===== src/qsdp_pkg.sv =====
package qsdp_pkg;

  localparam int unsigned CharW   = 8;
  localparam int unsigned EciW    = 20;
  localparam int unsigned ValueW  = 24;
  localparam int unsigned LengthW = 5;
  localparam int unsigned StatusW = 2;
  localparam int unsigned AccW    = 11;
  localparam int unsigned CountW  = 2;

  localparam logic [EciW-1:0] EciLimit = 20'd1000000;
  localparam logic [EciW-1:0] EciOneByte = 20'd128;
  localparam logic [EciW-1:0] EciTwoByte = 20'd16384;

  localparam logic [LengthW-1:0] LenNumGroup   = 5'd10;
  localparam logic [LengthW-1:0] LenAlnumPair  = 5'd11;
  localparam logic [LengthW-1:0] LenAlnumSingle = 5'd6;
  localparam logic [LengthW-1:0] LenByte       = 5'd8;
  localparam logic [LengthW-1:0] LenEciShort   = 5'd8;
  localparam logic [LengthW-1:0] LenEciMid     = 5'd16;
  localparam logic [LengthW-1:0] LenEciLong    = 5'd24;

  typedef enum logic [1:0] {
    MODE_NUMERIC = 2'd0,
    MODE_ALNUM   = 2'd1,
    MODE_BYTE    = 2'd2,
    MODE_ECI     = 2'd3
  } qsdp_mode_e;

  typedef enum logic [StatusW-1:0] {
    STATUS_OK        = 2'd0,
    STATUS_BAD_CHAR  = 2'd1,
    STATUS_ECI_RANGE = 2'd2
  } qsdp_status_e;

  typedef struct packed {
    logic [CharW-1:0] char_code;
    logic [EciW-1:0]  eci_value;
    logic             last;
  } qsdp_item_t;

  typedef struct packed {
    logic [ValueW-1:0]  chunk_value;
    logic [LengthW-1:0] chunk_length;
    qsdp_status_e       status;
    logic               segment_end;
  } qsdp_result_t;

  typedef struct packed {
    logic       ok;
    logic [5:0] idx;
  } qsdp_alnum_t;

  // Maps a character code onto the 45-symbol alphanumeric table.
  function automatic qsdp_alnum_t alnum_lookup(logic [CharW-1:0] code);
    qsdp_alnum_t r;
    r.ok  = 1'b1;
    r.idx = 6'd0;
    if (code >= 8'h30 && code <= 8'h39) begin
      r.idx = 6'(code - 8'h30);
    end else if (code >= 8'h41 && code <= 8'h5A) begin
      r.idx = 6'(code - 8'h41 + 8'd10);
    end else begin
      unique case (code)
        8'h20:   r.idx = 6'd36;
        8'h24:   r.idx = 6'd37;
        8'h25:   r.idx = 6'd38;
        8'h2A:   r.idx = 6'd39;
        8'h2B:   r.idx = 6'd40;
        8'h2D:   r.idx = 6'd41;
        8'h2E:   r.idx = 6'd42;
        8'h2F:   r.idx = 6'd43;
        8'h3A:   r.idx = 6'd44;
        default: r.ok  = 1'b0;
      endcase
    end
    return r;
  endfunction

endpackage


===== src/qsdp_in_if.sv =====
interface qsdp_in_if;
  import qsdp_pkg::*;

  logic             valid;
  logic             ready;
  logic [CharW-1:0] char_code;
  logic [EciW-1:0]  eci_value;
  logic             last;

  modport source (output valid, output char_code, output eci_value, output last,
                  input ready);
  modport sink   (input valid, input char_code, input eci_value, input last,
                  output ready);
endinterface


===== src/qsdp_out_if.sv =====
interface qsdp_out_if;
  import qsdp_pkg::*;

  logic               valid;
  logic               ready;
  logic [ValueW-1:0]  chunk_value;
  logic [LengthW-1:0] chunk_length;
  logic [StatusW-1:0] status;
  logic               segment_end;

  modport source (output valid, output chunk_value, output chunk_length,
                  output status, output segment_end, input ready);
  modport sink   (input valid, input chunk_value, input chunk_length,
                  input status, input segment_end, output ready);
endinterface


===== src/qsdp_in_stage.sv =====
module qsdp_in_stage (
  input  logic                 clk_i,
  input  logic                 rst_ni,
  qsdp_in_if.sink              in_i,
  input  logic                 advance_i,
  output logic                 valid_o,
  output qsdp_pkg::qsdp_item_t item_o
);
  import qsdp_pkg::*;

  logic       valid_q;
  qsdp_item_t item_q;

  // The register takes a new transfer when empty or when its item moves on.
  assign in_i.ready = !valid_q || advance_i;

  always_ff @(posedge clk_i or negedge rst_ni) begin
    if (!rst_ni) begin
      valid_q <= 1'b0;
    end else if (in_i.ready) begin
      valid_q <= in_i.valid;
    end
  end

  always_ff @(posedge clk_i) begin
    if (in_i.valid && in_i.ready) begin
      item_q <= '{char_code: in_i.char_code, eci_value: in_i.eci_value, last: in_i.last};
    end
  end

  assign valid_o = valid_q;
  assign item_o  = item_q;
endmodule


===== src/qsdp_encoder.sv =====
module qsdp_encoder (
  input  logic                   clk_i,
  input  logic                   rst_ni,
  input  logic                   cfg_we_i,
  input  logic [1:0]             cfg_wdata_i,
  input  qsdp_pkg::qsdp_item_t   item_i,
  input  logic                   advance_i,
  output logic                   has_result_o,
  output qsdp_pkg::qsdp_result_t result_o
);
  import qsdp_pkg::*;

  qsdp_mode_e        mode_q;
  logic [AccW-1:0]   acc_q, acc_d;
  logic [CountW-1:0] count_q, count_d;

  logic              is_digit;
  logic [3:0]        digit;
  qsdp_alnum_t       alnum;
  logic [AccW-1:0]   num_acc;
  logic [AccW-1:0]   alnum_acc;
  logic [CountW-1:0] count_inc;

  // Character classification and the constant multiply-add for each mode.
  assign is_digit  = (item_i.char_code >= 8'h30) && (item_i.char_code <= 8'h39);
  assign digit     = 4'(item_i.char_code - 8'h30);
  assign alnum     = alnum_lookup(item_i.char_code);
  assign num_acc   = AccW'(acc_q * 11'd10 + {7'd0, digit});
  assign alnum_acc = AccW'(acc_q * 11'd45 + {5'd0, alnum.idx});
  assign count_inc = count_q + 2'd1;

  // Result and next group state for the item in the input register.
  always_comb begin
    has_result_o = 1'b1;
    result_o     = '{chunk_value: '0, chunk_length: '0, status: STATUS_OK,
                     segment_end: item_i.last};
    acc_d        = '0;
    count_d      = '0;
    unique case (mode_q)
      MODE_NUMERIC: begin
        if (!is_digit) begin
          result_o.status      = STATUS_BAD_CHAR;
          result_o.segment_end = 1'b1;
        end else if (count_inc >= 2'd3) begin
          result_o.chunk_value  = ValueW'(num_acc);
          result_o.chunk_length = LenNumGroup;
        end else if (item_i.last) begin
          result_o.chunk_value  = ValueW'(num_acc);
          result_o.chunk_length = LengthW'({count_inc, 1'b0} + count_inc + 3'd1);
        end else begin
          has_result_o = 1'b0;
          acc_d        = num_acc;
          count_d      = count_inc;
        end
      end
      MODE_ALNUM: begin
        if (!alnum.ok) begin
          result_o.status      = STATUS_BAD_CHAR;
          result_o.segment_end = 1'b1;
        end else if (count_inc >= 2'd2) begin
          result_o.chunk_value  = ValueW'(alnum_acc);
          result_o.chunk_length = LenAlnumPair;
        end else if (item_i.last) begin
          result_o.chunk_value  = ValueW'(alnum_acc);
          result_o.chunk_length = LenAlnumSingle;
        end else begin
          has_result_o = 1'b0;
          acc_d        = alnum_acc;
          count_d      = count_inc;
        end
      end
      MODE_BYTE: begin
        result_o.chunk_value  = ValueW'(item_i.char_code);
        result_o.chunk_length = LenByte;
      end
      MODE_ECI: begin
        result_o.segment_end = 1'b1;
        if (item_i.eci_value >= EciLimit) begin
          result_o.status = STATUS_ECI_RANGE;
        end else if (item_i.eci_value < EciOneByte) begin
          result_o.chunk_value  = ValueW'(item_i.eci_value);
          result_o.chunk_length = LenEciShort;
        end else if (item_i.eci_value < EciTwoByte) begin
          result_o.chunk_value  = {8'd0, 2'b10, item_i.eci_value[13:0]};
          result_o.chunk_length = LenEciMid;
        end else begin
          result_o.chunk_value  = {3'b110, 1'b0, item_i.eci_value};
          result_o.chunk_length = LenEciLong;
        end
      end
      default: begin
        has_result_o = 1'b0;
      end
    endcase
  end

  // Mode register and group state; a mode write restarts the group.
  always_ff @(posedge clk_i or negedge rst_ni) begin
    if (!rst_ni) begin
      mode_q  <= MODE_BYTE;
      acc_q   <= '0;
      count_q <= '0;
    end else if (cfg_we_i) begin
      mode_q  <= qsdp_mode_e'(cfg_wdata_i);
      acc_q   <= '0;
      count_q <= '0;
    end else if (advance_i) begin
      acc_q   <= acc_d;
      count_q <= count_d;
    end
  end
endmodule


===== src/qsdp_out_stage.sv =====
module qsdp_out_stage (
  input  logic                   clk_i,
  input  logic                   rst_ni,
  input  logic                   load_i,
  input  qsdp_pkg::qsdp_result_t result_i,
  output logic                   can_load_o,
  qsdp_out_if.source             out_o
);
  import qsdp_pkg::*;

  logic         valid_q;
  qsdp_result_t result_q;

  // A new result may enter when the register is empty or drains this cycle.
  assign can_load_o = !valid_q || out_o.ready;

  always_ff @(posedge clk_i or negedge rst_ni) begin
    if (!rst_ni) begin
      valid_q <= 1'b0;
    end else if (can_load_o) begin
      valid_q <= load_i;
    end
  end

  always_ff @(posedge clk_i) begin
    if (load_i && can_load_o) begin
      result_q <= result_i;
    end
  end

  assign out_o.valid        = valid_q;
  assign out_o.chunk_value  = result_q.chunk_value;
  assign out_o.chunk_length = result_q.chunk_length;
  assign out_o.status       = StatusW'(result_q.status);
  assign out_o.segment_end  = result_q.segment_end;
endmodule


===== src/qr_segment_data_packer_core.sv =====
// Channel   Direction  Transfer moves
// in_i      sink       char_code[7:0], eci_value[19:0], last
// out_o     source     chunk_value[23:0], chunk_length[4:0], status[1:0], segment_end
// cfg       write      segment_mode[1:0] on cfg_we_i, no read-back
//
// One item is taken per cycle unless out_o stalls; item and result are registered.
// An item that only adds to a digit or character group gives no result.
// Reset selects byte mode and clears the group, the input and the result register.
// A stalled output holds its result; the input register takes one more item and
// then input ready drops until the result is taken.
module qr_segment_data_packer_core (
  input  logic       clk_i,
  input  logic       rst_ni,
  input  logic       cfg_we_i,
  input  logic [1:0] cfg_wdata_i,
  qsdp_in_if.sink    in_i,
  qsdp_out_if.source out_o
);
  import qsdp_pkg::*;

  logic         in_valid;
  qsdp_item_t   item;
  logic         advance;
  logic         has_result;
  qsdp_result_t result;
  logic         can_load;

  // The buffered item moves on whenever the result register can accept.
  assign advance = in_valid && can_load;

  qsdp_in_stage u_in_stage (
    .clk_i     (clk_i),
    .rst_ni    (rst_ni),
    .in_i      (in_i),
    .advance_i (advance),
    .valid_o   (in_valid),
    .item_o    (item)
  );

  qsdp_encoder u_encoder (
    .clk_i        (clk_i),
    .rst_ni       (rst_ni),
    .cfg_we_i     (cfg_we_i),
    .cfg_wdata_i  (cfg_wdata_i),
    .item_i       (item),
    .advance_i    (advance),
    .has_result_o (has_result),
    .result_o     (result)
  );

  qsdp_out_stage u_out_stage (
    .clk_i      (clk_i),
    .rst_ni     (rst_ni),
    .load_i     (advance && has_result),
    .result_i   (result),
    .can_load_o (can_load),
    .out_o      (out_o)
  );
endmodule


===== src/flat_wrapper.sv =====
// flat-port wrapper written by rule: the top's interface ports become plain ports
module qr_segment_data_packer_core_flat import qsdp_pkg::*;
  (clk_i, rst_ni, cfg_we_i, cfg_wdata_i, in_i_valid, in_i_char_code, in_i_eci_value, in_i_last, in_i_ready, out_o_valid, out_o_chunk_value, out_o_chunk_length, out_o_status, out_o_segment_end, out_o_ready);
  qsdp_in_if in_i_i ();
  qsdp_out_if out_o_i ();
  input  logic clk_i;
  input  logic rst_ni;
  input  logic cfg_we_i;
  input  logic [1:0] cfg_wdata_i;
  input wire logic [$bits(in_i_i.valid)-1:0] in_i_valid;
  input wire logic [$bits(in_i_i.char_code)-1:0] in_i_char_code;
  input wire logic [$bits(in_i_i.eci_value)-1:0] in_i_eci_value;
  input wire logic [$bits(in_i_i.last)-1:0] in_i_last;
  output wire logic [$bits(in_i_i.ready)-1:0] in_i_ready;
  output wire logic [$bits(out_o_i.valid)-1:0] out_o_valid;
  output wire logic [$bits(out_o_i.chunk_value)-1:0] out_o_chunk_value;
  output wire logic [$bits(out_o_i.chunk_length)-1:0] out_o_chunk_length;
  output wire logic [$bits(out_o_i.status)-1:0] out_o_status;
  output wire logic [$bits(out_o_i.segment_end)-1:0] out_o_segment_end;
  input wire logic [$bits(out_o_i.ready)-1:0] out_o_ready;
  assign in_i_i.valid = in_i_valid;
  assign in_i_i.char_code = in_i_char_code;
  assign in_i_i.eci_value = in_i_eci_value;
  assign in_i_i.last = in_i_last;
  assign in_i_ready = in_i_i.ready;
  assign out_o_valid = out_o_i.valid;
  assign out_o_chunk_value = out_o_i.chunk_value;
  assign out_o_chunk_length = out_o_i.chunk_length;
  assign out_o_status = out_o_i.status;
  assign out_o_segment_end = out_o_i.segment_end;
  assign out_o_i.ready = out_o_ready;
  qr_segment_data_packer_core u_core (.clk_i(clk_i), .rst_ni(rst_ni), .cfg_we_i(cfg_we_i), .cfg_wdata_i(cfg_wdata_i), .in_i(in_i_i), .out_o(out_o_i));
endmodule

===== config.mk =====
export PLATFORM = sky130hd
export DESIGN_NAME = qr_segment_data_packer_core_flat
export DESIGN_NICKNAME = d
export VERILOG_FILES = /design/src/qsdp_pkg.sv /design/src/qsdp_in_if.sv /design/src/qsdp_out_if.sv /design/src/qsdp_in_stage.sv /design/src/qsdp_encoder.sv /design/src/qsdp_out_stage.sv /design/src/qr_segment_data_packer_core.sv /design/src/flat_wrapper.sv
export SDC_FILE = /design/constraint.sdc
export NUM_CORES = 1
export LEC_CHECK = 0
export BUFFER_PORTS_ARGS = -buffer_cell sky130_fd_sc_hd__buf_4
export CAP_MARGIN = 25
export CORE_UTILIZATION = 32
export CTS_CLUSTER_DIAMETER = 120
export DETAILED_ROUTE_END_ITERATION = 7
export PLACE_DENSITY = 0.59
export RECOVER_POWER = 100
export SYNTH_ARGS = -nofsm -noshare
export SYNTH_HDL_FRONTEND = slang
export SYNTH_SLANG_ARGS = --single-unit

===== constraint.sdc =====
create_clock -name clk_i -period 5.3 [get_ports clk_i]
set_input_delay 0 -clock clk_i [delete_from_list [all_inputs] [get_ports clk_i]]
set_output_delay 0 -clock clk_i [all_outputs]
set_load 0.05 [all_outputs]

Word level (Yosys, flattened, before mapping) --
Cells that the tools add are included.
Operators by class: $add $sub $neg 8, $mul 2, $lt $le $gt $ge 9, equal/unequal tests 12, muxes and demuxes 43, reduce and logical (&&, ||, !) cells 13
Operator list (number):
- 29-bit case mux with 4 select lines | 1
- 16-bit two-way mux | 6
- 11-bit two-way mux | 8
- 29-bit two-way mux | 3
- 8-bit by 6-bit == test with 1-bit output, second input constant | 9
- 6-bit case mux with 9 select lines | 1
- 11-bit case mux with 2 select lines | 1
- 20-bit greater-or-equal comparator, second input constant | 1
- 20-bit by 15-bit < comparator with 1-bit output, second input constant | 1
- 20-bit by 8-bit < comparator with 1-bit output, second input constant | 1
- 2-bit two-way mux | 10
- 6-bit two-way mux | 2
- 11-bit by 4-bit adder with 11-bit output | 1
- 11-bit by 6-bit adder with 11-bit output | 1
- 11-bit by 3-bit multiplier with 10-bit output, second input constant | 1
- 11-bit by 6-bit multiplier with 11-bit output, second input constant | 1
- 3-bit case mux with 3 select lines | 1
- 9-bit OR reduction | 1
- 8-bit by 6-bit greater-or-equal comparator with 1-bit output, second input constant | 1
- 8-bit by 7-bit greater-or-equal comparator with 1-bit output, second input constant | 1
- 8-bit by 6-bit less-or-equal comparator with 1-bit output, second input constant | 1
- 8-bit by 7-bit less-or-equal comparator with 1-bit output, second input constant | 1
- 1-bit two-way mux | 8
- 6-bit by 4-bit adder with 6-bit output, second input constant | 1
- 15 further kinds | 24
Word-level totals: register bits 78, input bits 36, logic and storage cells 99

Depth between registers and ports, before layout --
Gate-level depths: netlist of the first run.
depth in word-level cells 11, depth in mapped cells 17, depth with buffers taken out 17

Cells and area by module --
Synthesis of the first run repeated with hierarchy kept, for this count alone.
Unflattened totals: cells, all modules 465, area, all modules 5206.2 sq um
Modules (own cells, without submodules):
- qsdp_encoder | times used 1, cells an instance 394, area an instance 3254.4 sq um, sequential area each 376.6 sq um
- qsdp_out_stage | times used 1, cells an instance 36, area an instance 1014.7 sq um, sequential area each 985.9 sq um
- qsdp_in_stage | times used 1, cells an instance 33, area an instance 924.6 sq um, sequential area each 895.9 sq um
- qr_segment_data_packer_core | times used 1, cells an instance 2, area an instance 12.5 sq um, sequential area each 0.0 sq um

Least setup slack after synthesis of the first run --
No wires, ideal clock.
kind reg2reg, from reg u_core.u_in_stage.item_q, in the netlist u_core.u_in_stage.item_o[22], to reg u_core.u_out_stage.result_q, in the netlist u_core.u_out_stage.out_o.chunk_value[9] (data pin), setup time 0.261 ns, data arrival time 3.859 ns, data required time 5.039 ns, setup slack 1.180 ns, stages on the path, launching flop included 17, path buffers 1, clock period less this slack 4.120 ns, cells stage by stage edfxtp_1 > inv_1 > ha_1 > o311a_4 > o21ai_2 > buf_2 > o22ai_1 > a31oi_1 > ha_1 > ha_1 > fa_1 > a21oi_1 > o211ai_1 > o41ai_1 > xor2_1 > nor2_1 > a221o_1
RTL lines:
- start, declared | line qsdp_in_stage.sv:12 | qsdp_item_t item_q;
- start signal, assigned | line qsdp_in_stage.sv:27 | item_q <= '{char_code: in_i.char_code, eci_value: in_i.eci_value, last: in_i.last};
- end signal, assigned | line qsdp_out_stage.sv:27 | result_q <= result_i;
- end, declared | line qsdp_out_stage.sv:12 | qsdp_result_t result_q;

==> results of run 1 <==
==> synthesized netlist by cell type (3+ instances only) <==
| cell type | count |
|---|---|
| edfxtp_1 | 58 |
| ha_1 | 49 |
| inv_1 | 35 |
| nor2_1 | 30 |
| o21ai_0 | 28 |
| nand2_1 | 23 |
| dfrtp_1 | 16 |
| a21oi_1 | 15 |
| fa_1 | 15 |
| xnor2_1 | 15 |
| and2_1 | 12 |
| xor2_1 | 11 |
| nor3_1 | 10 |
| nand3_1 | 7 |
| o21ai_1 | 7 |
| a221o_1 | 6 |
| a222oi_1 | 6 |
| a22oi_1 | 6 |
| nor2b_1 | 6 |
| a211oi_1 | 5 |
| a21o_1 | 4 |
| a31oi_1 | 4 |
| buf_2 | 4 |
| buf_4 | 4 |
| clkbuf_1 | 4 |
| nand2b_1 | 4 |
| o221ai_1 | 4 |
| o22ai_1 | 4 |
| nor4_1 | 3 |
| o21a_1 | 3 |
==> repair_timing <==
action,4_1_cts,5_1_grt
hold buffers,33,0
hold endpoints to repair,49,0
setup buffers,0,0
==> state kept, by name, summed over array words and instances (netlist names) <==
signal / cells
u_core.u_out_stage.out_o.segment_end: 1
u_core.u_in_stage.item_o: 29
u_core.u_out_stage.out_o.valid: 1
u_core.u_encoder.count_q: 2
u_core.u_out_stage.out_o.chunk_value: 21
u_core.u_encoder.acc_q: 11
u_core.u_encoder.mode_q: 2
u_core.u_out_stage.out_o.status: 2
u_core.u_out_stage.out_o.chunk_length: 5
u_core.u_in_stage.valid_o: 1
==> layout make-up <==
type | count | area share, %
sequential | 75 | 34.4
timing repair buffer | 106 | 11.8
inverter | 36 | 2.15
tap | 211 | 4.19
multi-input combinational | 331 | 42.8
clock buffer | 9 | 3.58
clock inverter | 7 | 1.03
==> metrics by stage <==
step | power, mW | hold slack (ps) | utilization (%) | std cells | setup slack, ps
2_1_floorplan | 0.917 | -296 | - | 457 | 1180
3_5_place_dp | 1.02 | -103 | 38.0 | 726 | 889
5_1_grt | 1.68 | 10.8 | 40.8 | 775 | 428
3_3_place_gp | 1.02 | -102 | 37.9 | 725 | 917
6_report | 1.61 | 9.68 | 40.8 | 775 | 811
4_1_cts | 1.66 | 1.66 | 42.0 | 775 | 871
==> routing by layer <==
metal / vias to the layer above / global-route usage, % / share of wire [%]
li1: 1907 / - / -
met5: - / 0 / 0
met1: 1909 / 22.2 / 46
met3: 17 / 3.16 / 4.6
met4: 0 / 6.09 / 1.9
met2: 124 / 27.5 / 48
==> worst register-to-register path: stages (launching register included) <==
cell and delay (ps):
edfxtp_1 500, inv_1 160, ha_1 250, nor2b_1 190
a311o_1 410, nand4b_1 260, o22ai_1 140, a31oi_1 170
ha_1 250, ha_1 240, fa_1 420, a21oi_1 210
o211ai_1 150, o41ai_1 320, xor2_1 230, nor2_1 60
a221o_1 290
==> worst min-delay path by stage <==
stage / startpoint / endpoint / slack (ps) / depth (start not counted)
after global routing: cfg_we_i / u_core.u_encoder.mode_q[0] / 10 / 2
after detailed placement: rst_ni / u_core.u_encoder.acc_q[5] / -100 / 1
after floorplan: rst_ni / u_core.u_encoder.acc_q[0] / -300 / 0
after global placement: rst_ni / u_core.u_encoder.acc_q[5] / -100 / 1
final: cfg_we_i / u_core.u_encoder.mode_q[0] / 10 / 2
after CTS: cfg_we_i / u_core.u_encoder.mode_q[0] / 2 / 2
==> cell families after synthesis <==
kind of cell	after synthesis	synth area share, %
AO/OA/AOI/OAI	117	17.6
XOR/XNOR	26	4.43
adder cells (fa/ha/maj)	64	17.8
buffers and inverters	51	4.41
flip-flops	75	42.2
multiplexers	3	0.634
other	1	0.0730
AND/OR/NAND/NOR	119	12.8
==> cells in the final DEF, fill, tap and decap left out, types with 5 or more instances in the layout <==
master         netlist  routed
nand2_1             23      23
o21ai_0             28      34
a221o_1              6       6
a222oi_1             6       6
inv_1               35      35
dfrtp_1             16      16
clkbuf_16            0       9
xor2_1              11      11
and2_1              12       7
clkbuf_4             0      29
clkbuf_1             4      35
fa_1                15      15
xnor2_1             15      15
dlygate4sd3_1        0      33
a22oi_1              6       6
nor3_1              10      10
edfxtp_1            58      58
nor2b_1              6       7
and2_0               0       5
nand3_1              7       7
nor2_1              30      29
a21oi_1             15      15
buf_4                4       8
a211oi_1             5       5
ha_1                49      49
==> power breakdown <==
part / leakage (nW) / switching (mW) / internal [mW]
Clock: 0.141 / 0.284 / 0.330
Sequential: 0.788 / 0.0300 / 0.688
Combinational: 1.68 / 0.194 / 0.0853
==> results by group, run 1 <==
Layout
  • Ant. Diodes: 0
  • Layout net count: 659
  • Storage cell area: 2170 um^2
  • Filler cell count: 1,526
  • Finished Cell Area: 6300 um^2
  • Syn-to-layout area delta: 22.6%
  • Area of the multi-input gates: 2690 um^2
  • Layout cell share with drive strength beyond 1: 12.6%

Global routing
  • Largest net degree at the start of global routing: 30
  • Global-route wire length before repair: 20.7 mm
  • Vias in the first global route: 3,937
  • Grt ovf: 0
  • Antenna violations before repair: 0
  • Total GRT Usage: 16.8%

Critical path
  • Crit path from: u_core.u_in_stage.item_o[21]
  • CP max stage cell: edfxtp_1
  • Top Family by Delay on Critical Path: compound AO/OA/AOI/OAI gates
  • Critical-path cell list: inv_1 -> ha_1 -> nor2b_1 -> a311o_1 -> nand4b_1 -> o22ai_1 -> a31oi_1 -> ha_1 -> ha_1 -> fa_1 -> a21oi_1 -> o211ai_1 -> o41ai_1 -> xor2_1 -> nor2_1 -> a221o_1
  • Critical Path AT: 4600 ps
  • RR Endpoint: u_core.u_out_stage.out_o.chunk_value[9]
  • Critical Path Fanout Max: 8
  • R2r worst-path depth: 16
  • CP peak stage delay: 500 ps
  • Critical Path Sink: u_core.u_out_stage.out_o.chunk_value[9]
  • Crit end category: register
  • Worst Setup Start Kind: register
  • Critical path required time: 5420 ps
  • CP bufs+invs: 1
  • Flop2flop setup slack: 810 ps
  • Stages on the worst setup path: 16
  • R2r startpoint: u_core.u_in_stage.item_o[21]
  • Setup Crit Path Kind: register to register
  • Most Frequent Cell on Critical Path: ha_1

Synth
  • Synth cell types: 75
  • Asr flop ratio synth: 22.7%
  • Leading area contributor after synthesis: edfxtp_1
  • Post-synth EDFFs: 58
  • Top FF cell, synth: edfxtp_1
  • Cells after Synth: 456
  • FF+latch count, synth: 75
  • Synth area leaders: edfxtp_1 34%, ha_1 12%, dfrtp_1 7.8%, fa_1 5.8%, o21ai_0 2.7%
  • Synth top area share: 33.9%
  • Synthesized cell area: 5130 um^2
  • Post-synthesis area per instance: 11.3 um^2
  • Warnings, synthesis: 0
  • Seq/Total Area, Yosys: 42.2%

STA
  • Min cycle time layout: 4490 ps
  • Fin Clk Skew: 14.1 ps
  • Hold Vio Cnt, Final: 0
  • Aggregate negative setup slack: 0 ps
  • RSZ-0062 raised after global routing: no
  • Rel. slew slack: -9.74%
  • F_max: 223 MHz
  • Setup Viol. Count Final: 0
  • Slew Viols, Final: 30
  • Fin crit share: 84.7%
  • Worst Max-Slew Pin Slew: 1650 ps

Clocking
  • Clk slew on worst S/H paths: 80 ps
  • H-tree Lvls: 3
  • Clk Latency, worst-skew pair: 360 ps
  • # clock sinks: 75
  • CTS Root Cell: clkbuf_16
  • Post-CTS sizing: 0
  • CTS tree: built
  • Cts bufs inserted: 9
  • Max Root-Sink Buffers: 2

Routing
  • 1st-iter DRT viols: 264
  • Remaining antenna violation count: 0
  • Total iterations of the first detailed-routing run: 5
  • Residual DRC: 0
  • DR WL/cell: 16.9 um
  • Routed vias: 3,957
  • Via-to-Cell Ratio: 5.11
  • Final WL: 13.1 mm

Placed design
  • Placer congestion estimate: 0.884
  • IO Port Bufs: 67
  • Area after DPL: 5860 um^2
  • Post-DP HPWL: 9.88 mm

Pwr
  • Leak pwr: 2.61 nW
  • Worst vdd ir: 0.000138 V
  • Cell Pwr Density: 256 nW/um^2

Floorplanning
  • Die area: 16,600 um^2
  • Site row count: 45
  • Die Width: 129 um
  • Placeable Area: 15,400 um^2
  • Die Ht: 129 um
  • Initial Util: 33.3%
  • # IOs: 70

Run status
  • Status: finished, violations left
  • Failing checks: max-capacitance violations, max-slew violations

Run
  • Max-cap violations: 1

Hold path
  • Worst min-delay path class: input pin to register
No activity file was read; power rests on OpenSTA's default activity.
==> inputs of run 2 (changes only) <==
--- a/config.mk
+++ b/config.mk
@@ -10,7 +10,7 @@
 export CORE_UTILIZATION = 32
 export CTS_CLUSTER_DIAMETER = 120
 export DETAILED_ROUTE_END_ITERATION = 7
-export PLACE_DENSITY = 0.59
+export PLACE_DENSITY = 0.61
 export RECOVER_POWER = 100
 export SYNTH_ARGS = -nofsm -noshare
 export SYNTH_HDL_FRONTEND = slang
==> constraint.sdc (replaced) <==
create_clock -name clk_i -period 3.6 [get_ports clk_i]
set_input_delay 0 -clock clk_i [delete_from_list [all_inputs] [get_ports clk_i]]
set_output_delay 0 -clock clk_i [all_outputs]
set_load 0.05 [all_outputs]
==> results by group, run 2 (synthesized netlist as in run 1, its figures left out) <==
Global routing
  • Global-route wire length before repair: 22.0 mm
  • Total GRT Usage: 17.5%
  • Grt ovf: 0
  • Antenna violations before repair: 0
  • Largest net degree at the start of global routing: 30
  • Vias in the first global route: 4,348

Critical path
  • Crit end category: register
  • Most Frequent Cell on Critical Path: ha_4
  • Crit path from: u_core.u_in_stage.item_o[21]
  • Worst Setup Start Kind: register
  • CP peak stage delay: 430 ps
  • CP max stage cell: edfxtp_1
  • Critical path required time: 3700 ps
  • R2r startpoint: u_core.u_in_stage.item_o[21]
  • Top Family by Delay on Critical Path: compound AO/OA/AOI/OAI gates
  • Critical-path cell list: buf_4 -> ha_4 -> o311a_4 -> o21ai_4 -> o22ai_1 -> a31oi_2 -> ha_1 -> ha_4 -> fa_2 -> a21oi_2 -> o211ai_1 -> o41ai_2 -> xor2_1 -> nor2_1 -> a221o_1
  • Critical Path Fanout Max: 6
  • CP bufs+invs: 1
  • Setup Crit Path Kind: register to register
  • Critical Path AT: 4060 ps

Clocking
  • Clk slew on worst S/H paths: 60 ps
  • Cts bufs inserted: 9
  • Max Root-Sink Buffers: 2
  • Clk Latency, worst-skew pair: 350 ps
  • H-tree Lvls: 3
  • # clock sinks: 75
  • CTS tree: built
  • CTS Root Cell: clkbuf_16

Floorplanning
  • Die Width: 129 um
  • Site row count: 45
  • Initial Util: 33.3%
  • Die area: 16,600 um^2
  • Placeable Area: 15,400 um^2
  • Die Ht: 129 um
  • # IOs: 70

Routing
  • Routed vias: 4,281
  • DR WL/cell: 16.3 um
  • Residual DRC: 0
  • 1st-iter DRT viols: 238
  • Via-to-Cell Ratio: 5.02
  • Final WL: 13.9 mm
  • Remaining antenna violation count: 0
  • Total iterations of the first detailed-routing run: 5

Placed design
  • Placed Cells: 788
  • Placer congestion estimate: 0.902
  • Post-DP HPWL: 10.6 mm
  • IO Port Bufs: 67

STA
  • Fin Clk Skew: 9.82 ps
  • Setup Viol. Count Final: 33
  • Hold Vio Cnt, Final: 0
  • Fin crit share: 110%
  • RSZ-0062 raised after global routing: yes
  • Worst Slack Setup Final: -366 ps
  • Aggregate negative setup slack: -4460 ps
  • Slew Viols, Final: 30
  • F_max: 252 MHz
  • Worst Max-Slew Pin Slew: 1760 ps
  • Min cycle time layout: 3970 ps
  • Rel. slew slack: -17.1%

Pwr
  • Clk pwr share: 37.4%
  • Worst vdd ir: 0.000323 V
  • Flop pwr share: 42.8%
  • Leak pwr: 2.99 nW
  • Net Sw Power: 0.724 mW
  • Power Internal: 1.73 mW
  • Net Sw Frac: 29.5%
  • Cell Pwr Density: 345 nW/um^2
  • Comb pwr share: 19.8%

Layout
  • Most common cell after layout, fill and taps aside: buf_4
  • Layout cell share with drive strength beyond 1: 27.9%
  • Layout net count: 737
  • Ant. Diodes: 0
  • Most frequent cells in the layout: 86 x buf_4, 58 x edfxtp_1, 40 x ha_1
  • Syn-to-layout area delta: 38.6%
  • Final std cells w/o fill: 853
  • Number of flip-flops in the largest register: 29

Hold path
  • Hold Crit Start: cfg_we_i
  • Worst min-delay path class: input pin to register

Run status
  • Failing checks: max-capacitance violations, max-slew violations, negative setup slack
  • Status: finished, violations left

Run
  • Max-cap violations: 1
## run 2: cell count changes in the layout (fill, tap and decap cells not counted), sizes merged
cell	previous run	this run
buf	8	87
bufinv	0	1
clkinvlp	1	2
inv	41	38
## run 2: routing by layer
metal	global-route usage (%)	part of all wire (%)	vias to the layer above
li1	-	-	2067
met1	22.2	44	2045
met3	3.58	5.8	25
met2	29.6	48	144
met4	6.09	2.2	0
met5	0	0	-
## run 2: area by class of cell
cell class,count,area [um^2]
fillers,1471,8310
multi-input cells,331,2910
flip-flops and latches,75,2170
repair buffers,184,1340
well taps,211,264
clock buffers,10,229
inverters,36,135
clock inverters,6,71.3
## run 2: what timing repair did
| action | in CTS | in global routing |
|---|---|---|
| pin swaps | 9 | 15 |
| hold buffers | 33 | 0 |
| hold endpoints to repair | 49 | 0 |
| endpoints found under the setup margin | 11 | 13 |
| buffers inserted | 9 | 7 |
| gates resized for setup | 13 | 17 |
## run 2: power by group through the flow
| stage | Combinational, mW | Sequential [mW] | Clock, mW |
|---|---|---|---|
| 2_1_floorplan | 0.182 | 1.17 | 0 |
| 3_3_place_gp | 0.469 | 1.06 | 0 |
| 3_5_place_dp | 0.476 | 1.06 | 0 |
| 4_1_cts | 0.512 | 1.05 | 0.937 |
| 5_1_grt | 0.521 | 1.06 | 0.966 |
| 6_report | 0.486 | 1.05 | 0.918 |
## run 2: through the flow
stage	util, %	power (mW)	setup WS [ps]	instance area (um^2)	hold WS (ps)
after CTS	46.3	2.50	-266	7140	4.71
after detailed placement	41.4	1.54	-437	6390	-113
after floorplan	-	1.36	-208	5210	-296
after global routing	46.1	2.54	-550	7120	19.4
after global placement	41.4	1.53	-314	6390	-113
final	46.1	2.45	-366	7120	11.4
## run 2: path summary, 6_finish.rpt
check | cells after the start | end | slack (ps)
max | 15 | u_core.u_out_stage.out_o.chunk_value[9] | -370
min | 2 | u_core.u_encoder.mode_q[0] | 10
max reg2reg | 15 | u_core.u_out_stage.out_o.chunk_value[9] | -370
min reg2reg | 2 | u_core.u_encoder.acc_q[10] | 520
max in group asynchronous | 2 | u_core.u_encoder.count_q[0] | 2640
min in group asynchronous | 2 | u_core.u_encoder.mode_q[0] | 340
